==> src/hdl/lpd_pkg.sv <==
`timescale 1ns / 1ps
// ----------------------------------------------------------------------------
// lpd_pkg
// Shared types and constants for the length-prefix deframer: beat layouts,
// result kinds, operation codes and register map.
// ----------------------------------------------------------------------------
package lpd_pkg;

  // header is a 4-byte big-endian length
  localparam int unsigned HdrBytes  = 4;
  localparam int unsigned CntW      = $clog2(HdrBytes);
  localparam int unsigned LenW      = 8 * HdrBytes;
  localparam int unsigned MaxLenW   = LenW - 1;
  // the last header byte completes the length
  localparam logic [CntW-1:0] HdrLastCnt = CntW'(HdrBytes - 1);

  // configuration port
  localparam int unsigned ApbDataW  = 32;
  localparam int unsigned ApbAddrW  = 3;
  localparam logic [MaxLenW-1:0] MaxLenReset = MaxLenW'(65536);

  // register indexes (byte address / 4)
  typedef enum logic {
    REG_MAX_PAYLOAD_LEN = 1'b0
  } reg_idx_e;

  // input operations
  typedef enum logic {
    OP_DATA  = 1'b0,
    OP_CLOSE = 1'b1
  } op_e;

  // result kinds
  typedef enum logic [1:0] {
    KIND_BYTE   = 2'd0,
    KIND_BADLEN = 2'd1,
    KIND_ABORT  = 2'd2
  } kind_e;

  // one input beat
  typedef struct packed {
    op_e        op;
    logic [7:0] data;
  } item_t;

  // one result beat
  typedef struct packed {
    kind_e      kind;
    logic [7:0] data;
    logic       last;
  } result_t;

endpackage

==> src/hdl/length_prefix_deframer_core.sv <==
`timescale 1ns / 1ps
// an accepted beat passes the input register and then the result register
// of the deframing state machine; one beat per cycle while the result
// output is not stalled; beats without a result leave no bubble
// reset: asynchronous active-low; stream returns to the header phase and
// the maximum payload length to 65536
// ----------------------------------------------------------------------------
// length_prefix_deframer_core
// Splits a byte stream of 4-byte big-endian length-prefixed frames into
// payload bytes, bad-length errors and frame-abort notices.
// ----------------------------------------------------------------------------
module length_prefix_deframer_core import lpd_pkg::*; (
  input  logic                clk_i,
  input  logic                rst_ni,
  // configuration
  input  logic                psel,
  input  logic                penable,
  input  logic                pwrite,
  input  logic [ApbAddrW-1:0] paddr,
  input  logic [ApbDataW-1:0] pwdata,
  output logic [ApbDataW-1:0] prdata,
  output logic                pready,
  // input beats
  input  logic                in_valid_i,
  output logic                in_stall_o,
  input  logic                operation_i,
  input  logic [7:0]          data_byte_i,
  // result beats
  output logic                out_valid_o,
  input  logic                out_stall_i,
  output logic [1:0]          result_kind_o,
  output logic [7:0]          payload_byte_o,
  output logic                last_of_frame_o
);

  logic [MaxLenW-1:0] max_len;
  logic               s1_valid_q, s1_valid_d;
  item_t              s1_item_q;
  logic               take;
  logic               in_accept;
  result_t            result;

  lpd_cfg u_cfg (
    .clk_i     (clk_i),
    .rst_ni    (rst_ni),
    .psel      (psel),
    .penable   (penable),
    .pwrite    (pwrite),
    .paddr     (paddr),
    .pwdata    (pwdata),
    .prdata    (prdata),
    .pready    (pready),
    .max_len_o (max_len)
  );

  // input register
  assign in_stall_o = s1_valid_q && !take;
  assign in_accept  = in_valid_i && !in_stall_o;

  always_comb begin
    s1_valid_d = s1_valid_q;
    if (in_accept) begin
      s1_valid_d = 1'b1;
    end else if (take) begin
      s1_valid_d = 1'b0;
    end
  end

  always_ff @(posedge clk_i or negedge rst_ni) begin
    if (!rst_ni) begin
      s1_valid_q <= 1'b0;
    end else begin
      s1_valid_q <= s1_valid_d;
    end
  end

  always_ff @(posedge clk_i) begin
    if (in_accept) begin
      s1_item_q <= '{op: op_e'(operation_i), data: data_byte_i};
    end
  end

  lpd_step u_step (
    .clk_i        (clk_i),
    .rst_ni       (rst_ni),
    .item_valid_i (s1_valid_q),
    .item_i       (s1_item_q),
    .max_len_i    (max_len),
    .out_stall_i  (out_stall_i),
    .item_take_o  (take),
    .out_valid_o  (out_valid_o),
    .result_o     (result)
  );

  assign result_kind_o   = result.kind;
  assign payload_byte_o  = result.data;
  assign last_of_frame_o = result.last;

  // input stage only backs up behind a stalled, full result slot
  a_stall_cause: assert property (@(posedge clk_i) disable iff (!rst_ni)
    in_stall_o |-> (s1_valid_q && out_valid_o && out_stall_i))
    else $error("input stalled without a blocked result");

  // end-of-frame marks only appear on payload bytes
  a_last_on_byte: assert property (@(posedge clk_i) disable iff (!rst_ni)
    (out_valid_o && last_of_frame_o) |-> (result_kind_o == KIND_BYTE))
    else $error("last flag on a non-payload result");

  // error and abort results carry no byte
  a_status_zero: assert property (@(posedge clk_i) disable iff (!rst_ni)
    (out_valid_o && (result_kind_o != KIND_BYTE)) |-> (payload_byte_o == 8'd0))
    else $error("status result carries a payload byte");

endmodule

==> src/hdl/lpd_cfg.sv <==
`timescale 1ns / 1ps
// ----------------------------------------------------------------------------
// lpd_cfg
// APB-style register block holding the maximum accepted payload length.
// ----------------------------------------------------------------------------
module lpd_cfg import lpd_pkg::*; (
  input  logic                clk_i,
  input  logic                rst_ni,
  input  logic                psel,
  input  logic                penable,
  input  logic                pwrite,
  input  logic [ApbAddrW-1:0] paddr,
  input  logic [ApbDataW-1:0] pwdata,
  output logic [ApbDataW-1:0] prdata,
  output logic                pready,
  output logic [MaxLenW-1:0]  max_len_o
);

  logic [MaxLenW-1:0] max_len_q, max_len_d;
  reg_idx_e           reg_idx;
  logic               hit;

  // register index from the word address
  assign reg_idx = reg_idx_e'(paddr[ApbAddrW-1]);
  assign hit     = (reg_idx == REG_MAX_PAYLOAD_LEN);
  assign pready  = 1'b1;

  // write on the access phase
  always_comb begin
    max_len_d = max_len_q;
    if (psel && penable && pwrite && hit) begin
      max_len_d = pwdata[MaxLenW-1:0];
    end
  end

  always_ff @(posedge clk_i or negedge rst_ni) begin
    if (!rst_ni) begin
      max_len_q <= MaxLenReset;
    end else begin
      max_len_q <= max_len_d;
    end
  end

  // read back
  always_comb begin
    prdata = '0;
    if (hit) begin
      prdata = ApbDataW'(max_len_q);
    end
  end

  assign max_len_o = max_len_q;

endmodule

==> src/hdl/lpd_step.sv <==
`timescale 1ns / 1ps
// ----------------------------------------------------------------------------
// lpd_step
// Deframing state machine: one registered beat in, header collection,
// length check and payload countdown, result register towards the output.
// ----------------------------------------------------------------------------
module lpd_step import lpd_pkg::*; (
  input  logic               clk_i,
  input  logic               rst_ni,
  input  logic               item_valid_i,
  input  item_t              item_i,
  input  logic [MaxLenW-1:0] max_len_i,
  input  logic               out_stall_i,
  output logic               item_take_o,
  output logic               out_valid_o,
  output result_t            result_o
);

  typedef enum logic [2:0] {
    PH_HEADER  = 3'b001,
    PH_PAYLOAD = 3'b010,
    PH_CLOSED  = 3'b100
  } phase_e;

  phase_e             phase_q, phase_d;
  logic [CntW-1:0]    cnt_q, cnt_d;
  logic [LenW-9:0]    shift_q, shift_d;
  logic [MaxLenW-1:0] remain_q, remain_d;
  logic               out_valid_q, out_valid_d;
  result_t            result_q, result_d;

  logic [LenW-1:0]    len;
  logic               has_result;
  logic               is_last;

  // take a beat when the result slot is free or drains this cycle
  assign item_take_o = item_valid_i && (!out_valid_q || !out_stall_i);

  assign len     = {shift_q, item_i.data};
  assign is_last = (remain_q <= MaxLenW'(1));

  // next state and result for the beat held at the input
  always_comb begin
    phase_d    = phase_q;
    cnt_d      = cnt_q;
    shift_d    = shift_q;
    remain_d   = remain_q;
    has_result = 1'b0;
    result_d   = '{kind: KIND_BYTE, data: 8'd0, last: 1'b0};

    unique case (item_i.op)
      OP_CLOSE: begin
        // clear the stream, report a partial frame
        if (phase_q == PH_PAYLOAD) begin
          has_result    = 1'b1;
          result_d.kind = KIND_ABORT;
        end
        phase_d  = PH_HEADER;
        cnt_d    = '0;
        shift_d  = '0;
        remain_d = '0;
      end
      OP_DATA: begin
        unique case (phase_q)
          PH_HEADER: begin
            cnt_d   = cnt_q + CntW'(1);
            shift_d = len[LenW-9:0];
            if (cnt_q == HdrLastCnt) begin
              shift_d = '0;
              if (len[LenW-1] || (len > {1'b0, max_len_i})) begin
                // negative or oversized length closes the stream
                phase_d       = PH_CLOSED;
                remain_d      = '0;
                has_result    = 1'b1;
                result_d.kind = KIND_BADLEN;
              end else if (len != '0) begin
                phase_d  = PH_PAYLOAD;
                remain_d = len[MaxLenW-1:0];
              end
            end
          end
          PH_PAYLOAD: begin
            has_result    = 1'b1;
            result_d.data = item_i.data;
            result_d.last = is_last;
            if (is_last) begin
              phase_d  = PH_HEADER;
              cnt_d    = '0;
              shift_d  = '0;
              remain_d = '0;
            end else begin
              remain_d = remain_q - MaxLenW'(1);
            end
          end
          default: begin
            // closed or a stray code: drop the byte
          end
        endcase
      end
      default: begin
      end
    endcase
  end

  // result slot occupancy
  always_comb begin
    out_valid_d = out_valid_q;
    if (item_take_o) begin
      out_valid_d = has_result;
    end else if (!out_stall_i) begin
      out_valid_d = 1'b0;
    end
  end

  // stream state
  always_ff @(posedge clk_i or negedge rst_ni) begin
    if (!rst_ni) begin
      phase_q     <= PH_HEADER;
      cnt_q       <= '0;
      shift_q     <= '0;
      remain_q    <= '0;
      out_valid_q <= 1'b0;
    end else begin
      out_valid_q <= out_valid_d;
      if (item_take_o) begin
        phase_q  <= phase_d;
        cnt_q    <= cnt_d;
        shift_q  <= shift_d;
        remain_q <= remain_d;
      end
    end
  end

  // result payload
  always_ff @(posedge clk_i) begin
    if (item_take_o && has_result) begin
      result_q <= result_d;
    end
  end

  assign out_valid_o = out_valid_q;
  assign result_o    = result_q;

endmodule

==> config.mk <==
export PLATFORM = sky130hd
export DESIGN_NAME = length_prefix_deframer_core
export DESIGN_NICKNAME = d
export VERILOG_FILES = /design/src/hdl/lpd_pkg.sv /design/src/hdl/length_prefix_deframer_core.sv /design/src/hdl/lpd_cfg.sv /design/src/hdl/lpd_step.sv
export SDC_FILE = /design/constraint.sdc
export NUM_CORES = 1
export LEC_CHECK = 0
export BUFFER_PORTS_ARGS = -buffer_cell sky130_fd_sc_hd__buf_2
export CORE_AREA = 2 2 162 85
export CTS_CLUSTER_DIAMETER = 100
export DETAILED_ROUTE_END_ITERATION = 10
export DIE_AREA = 0 0 164 87
export GPL_TIMING_DRIVEN = 0
export PLACE_DENSITY = 0.68
export SYNTH_ARGS = -nofsm -noshare
export SYNTH_HDL_FRONTEND = slang
export SYNTH_SLANG_ARGS = --single-unit
export TNS_END_PERCENT = 10
==> constraint.sdc <==
create_clock -name clk_i -period 7.3 [get_ports clk_i]
set_clock_uncertainty 0.2 [all_clocks]
set_input_delay 0.73 -clock clk_i [delete_from_list [all_inputs] [get_ports clk_i]]
set_output_delay 0.73 -clock clk_i [all_outputs]
set_load 0.01 [all_outputs]
# Word-level counts from Yosys, hierarchy flattened
# Cells that the tools add are included.
# Widths: inputs -> output; s select.
# word_totals
elab_cells	80
rom_bits	0
output_inout_bits	46
ff_bits	113
latch_bits	0
n_memories	0
inputBits	51
ramBits	0
# classes
multipliers	0
eq_ne	8
bitwise_logic	3
n_lt_le_gt_ge	2
n_mux	34
div_mod_pow	0
reduce_logical	19
add_sub_neg	2
n_shift	0
# ops
operator	count
$mux 31	5
$pmux 31 s2	2
$pmux 24 s2	2
$mux 24	2
$gt 32x31->1	1
$reduce_bool 32->1	1
$le 31x1->1 const B	1
$sub 31x1->31 const B	1
$mux 3	4
$pmux 2 s2	3
$pmux 3 s2	2
$ne 3x2->1 const B	3
$mux 1	8
$mux 2	4
$logic_and 1x1->1	7
$reduce_and 5->1	1
$logic_not 1->1	4
$ne 4x2->1 const B	1
$pmux 1 s2	2
$reduce_and 4->1	1
$eq 3x1->1 const B	1
$eq 3x2->1 const B	1
$not 1->1	3
$reduce_and 3->1	1
6 further kinds	7

# Depth between registers and ports, before layout
# depth
ltp_word	8
depth_mapped	11
ltp_nobuf	9

# Modules after synthesis
# A second synthesis with hierarchy kept.
# unflattened
cells_unflattened	607
hier_area_um2	6298.5
# modules_own_cells
module	seq_area_each_um2	cells_each	area_each_um2	instances
lpd_step	1858.0	489	4446.8	1
lpd_cfg	777.0	104	1524.0	1
length_prefix_deframer_core	295.3	14	327.8	1

# Least setup slack after synthesis
# OpenSTA, ideal clock, no wires.
# synth_timing
path_type	register to register
start	register u_step.shift_q[22]
end	register u_step.result_q, in the netlist u_step.result_o[0] (enable)
stages_incl_launch_ff	9
t_arrival_ns	2.297
t_required_ns	6.751
n_path_buf	0
period_less_slack_ns	2.846
setup_ns	0.349
setup_slack_ns	4.454
cell_sequence	dfrtp_1 -> ha_1 -> nand3_1 -> nor4_1 -> nand3b_1 -> a31oi_1 -> nor2_1 -> o21ai_0 -> and3_1
# synth_between
elab_chain_len	7
# synth_lines
item	line	source
from (decl)	lpd_step.sv:27	logic [LenW-9:0] shift_q, shift_d;
from (signal assigned)	lpd_step.sv:128	shift_q <= shift_d;
$gt 32x31->1	lpd_step.sv:70	if (len[LenW-1] || (len > {1'b0, max_len_i})) begin
$logic_or 1x1->1	lpd_step.sv:70	
$mux 1	lpd_step.sv:70	
$mux 1	lpd_step.sv:68	if (cnt_q == HdrLastCnt) begin
$pmux 1 s2	lpd_step.sv:64	unique case (phase_q)
$pmux 1 s2	lpd_step.sv:51	unique case (item_i.op)
$logic_and 1x1->1	lpd_step.sv:136	if (item_take_o && has_result) begin
to (signal assigned)	lpd_step.sv:137	result_q <= result_d;
to (decl)	lpd_step.sv:30	result_t result_q, result_d;
# No other way between the ends.
# A chain may end at the register's enable or synchronous reset.

# Worst setup path in the final report
# layout_timing
start	register u_step.shift_q[6]
end	register u_step.remain_q[23]
# layout_between
elab_chain_len	6
word_cells_on_any_way	9
classes_between	order compare: 1; eq/ne: 1; mux: 4; reduce/logical: 3
# layout_lines
item	line	source
$gt 32x31->1	lpd_step.sv:70	
$logic_or 1x1->1	lpd_step.sv:70	
$mux 31	lpd_step.sv:70	
$mux 31	lpd_step.sv:68	
$pmux 31 s2	lpd_step.sv:64	
$pmux 31 s2	lpd_step.sv:51	
to (signal assigned)	lpd_step.sv:129	remain_q <= remain_d;
to (decl)	lpd_step.sv:28	logic [MaxLenW-1:0] remain_q, remain_d;
# Parallel ways exist; a longest one is shown, timed or not. The select of a mux whose other input is x is not followed.

==> reports/metrics.yaml <==
outcome:
  outcome: "completed"
global_route:
  grt_antenna_before_repair: 0
  grt_pass1_vias: 5744
  grt_usage_pct: 29.21
  grt_max_degree: 60
  grt_pass1_wl_um: 31360
  grt_remaining_overflow: 0
setup_path:
  cp-end-kind: "flop"
  cp-startpoint: "u_step.shift_q[6]"
  worstPathRequired_ns: 7.42
  worstPathMaxFanout: 10
  cp-start-kind: "flop"
  cp.arrival_ns: 4.18
  r2r_start: "u_step.shift_q[6]"
  crit_type: "flop to flop"
clocking:
  cts_buffers: 17
  clockRootBuffer: "clkbuf_16"
  cts_tree: "done"
  ctsResizeCount: 0
  ctsHoldBuffers: 0
  cts.sinks: 113
  htree_levels: 4
  postCtsSetupBuffers: 0
  path_clk_slew_ns: 0.06
  clkLatencyLatePin_ns: 0.42
  clock_path_buffers: 2
floorplan:
  rows: 30
  die_w_um: 164
  start_util_pct: 48.45
  die_area_um2: 14270
  coreArea_um2: 13030
  die_h_um: 87
  io_pins: 97
placed_design:
  gp_congestion: 0.9297
  dp_hpwl_um: 14470
  port_buffers: 91
routing:
  drtAntennaViolNets: 0
  routed_wl_um: 19610
  via_per_inst: 6.011
  routed-via-count: 5951
  post_drt_wl_per_cell_um: 19.81
  drtIter0Drc: 637
  drt-pass1-iter-count: 8
  drc: 0
flow_run:
  max_cap_violations: 0
timing:
  max_freq_mhz: 246.1
  fin_crit_ns: 4.063
  timing_hold_violations_final: 0
  worst_slew_pin_slew_ns: 0.9010
  setup_tns_ns: 0
  min_period_over_period_pct: 55.66
  drv_slew: 0
  setup_violations: 0
  rsz0062_at_grt: "false"
  max-slew-margin-rel_pct: 39.47
synth:
  synth_cell_types: 51
  syn_area_per_cell_um2: 9.146
  synth_common_cells: "o21ai_0, dfrtp_1, inv_1, nor2_1, nand2_1"
  synth_flop_cell: "dfrtp_1"
  syn_nets: 775
  synth_edf_count: 20
  synth_most_common_cell: "o21ai_0"
  postSynth.asyncResetShare_pct: 82.30
  ys_ff_latch: 113
  ys_seq_area_share_pct: 46.43
  yosysWarnings: 0
  yosys-top-cells-area: "dfrtp_1, edfxtp_1, o21ai_0, ha_1, mux2_2"
  syn_inst: 690
  synth_top_area_share_pct: 36.08
  synth_top_cell_by_area: "dfrtp_1"
  netlist_area_um2: 6311
power:
  p_total_mw: 3.215
  pwr_density_cell_nw_per_um2: 422.3
  leakage_nw: 3.472
  vdd_drop_max_v: 0.0001818
finish:
  layout.nets: 886
  nFillCells: 1160
  syn2layout_area_growth_pct: 20.62
  diodes: 0
  drive_gt1_share_pct: 21.38
min_path:
  hold_class: "input port to async pin"
path summary, 6_finish.rpt:
check                                       to  slack [ns]  cells after the start
max in group asynchronous    u_step.phase_q[0]        6.11                      2
setup reg to reg           u_step.remain_q[23]        3.24                      9
hold reg to reg                u_step.cnt_q[0]        0.28                      1
hold / removal             u_cfg.max_len_o[26]        0.08                      1
min in group clk_i                s1_item_q[5]        0.28                      1
setup / recovery           u_step.remain_q[23]        3.24                      9
routing by layer:
metal	vias to the layer above	part of all wire, %	GRT usage [%]
met4	0	1.4	7.815
met5	-	0	0
met1	2859	47	44.01
met2	360	40	39.80
met3	34	12	9.662
li1	2698	-	-
cell usage in the layout, fill, tap and decap left out, types with 9 or more instances in the layout:
| cell | synthesis | layout |
|---|---|---|
| inv_1 | 64 | 64 |
| edfxtp_1 | 20 | 20 |
| nor2_1 | 54 | 54 |
| o21ai_0 | 97 | 97 |
| buf_2 | 4 | 94 |
| dfrtp_1 | 91 | 91 |
| and2_1 | 9 | 9 |
| clkbuf_1 | 22 | 23 |
| a31oi_1 | 11 | 11 |
| nand3_1 | 33 | 33 |
| nor3_1 | 28 | 28 |
| ha_1 | 34 | 34 |
| nor4_1 | 23 | 23 |
| mux2_2 | 31 | 31 |
| clkbuf_16 | 0 | 17 |
| o31ai_1 | 12 | 12 |
| nand2_1 | 41 | 41 |
| a21oi_1 | 32 | 32 |
metrics by stage:
stage / setup WS [ns] / instances / area (um^2) / hold slack [ns] / util (%)
after global routing: 3.044 / 990 / 7612 / 0.1150 / 58.44
final: 3.237 / 990 / 7612 / 0.07699 / 58.44
after detailed placement: 3.382 / 958 / 7017 / 0.2802 / 53.87
after CTS: 3.346 / 990 / 7612 / 0.09443 / 58.44
after global placement: 3.421 / 957 / 6987 / 0.2659 / 53.64
after floorplan: 4.454 / 690 / 6311 / 0.2344 / -
state kept, by name, indices dropped and copies added, names as in the netlist:
name / flops
s1_item_q: 9
u_step.phase_q: 3
u_step.out_valid_o: 1
s1_valid_q: 1
u_step.shift_q: 24
u_step.result_o: 11
u_step.remain_q: 31
u_step.cnt_q: 2
u_cfg.max_len_o: 31
power by group:
group / switching, mW / total [mW] / leakage [nW] / internal [mW]
logic: 0.870 / 1.31 / 1.79 / 0.445
clock network: 0.317 / 0.851 / 0.283 / 0.535
registers: 0.216 / 1.05 / 1.40 / 0.833
total: 1.40 / 3.21 / 3.47 / 1.81
final cells by class:
cell class | instances | area [um^2] | share of cell area [%]
Tap cell | 176 | 220.2 | 2.893
Timing Repair Buffer | 92 | 485.5 | 6.377
Clock inverter | 14 | 166.4 | 2.186
Clock buffer | 18 | 429.2 | 5.638
Inverter | 64 | 240.2 | 3.156
Multi-Input combinational cell | 475 | 2964 | 38.94
Buffer | 38 | 176.4 | 2.318
Sequential cell | 113 | 2930 | 38.49
worst max-delay path: stages, from the launching register on:
cell and delay [ns]:
dfrtp_1 0.45, ha_1 0.34, nand4_1 0.22, nor4_1 0.71, and3_1 0.28, a21oi_1 0.12, nor2_1 0.66, clkbuf_1 0.55
a31oi_1 0.19, o31ai_1 0.25
cell families (layout without fill, tap and decap cells):
family                   Yosys count  after routing  synth area share (%)
AO/OA/AOI/OAI                    183            183                 16.51
adder cells (fa/ha/maj)           34             34                 6.741
buffers and inverters            102            226                 6.602
flip-flops                       113            113                 46.43
multiplexers                      32             32                 5.690
other                              2              2                0.1190
AND/OR/NAND/NOR                  224            224                 17.90
(Power assumes the default switching activity.)
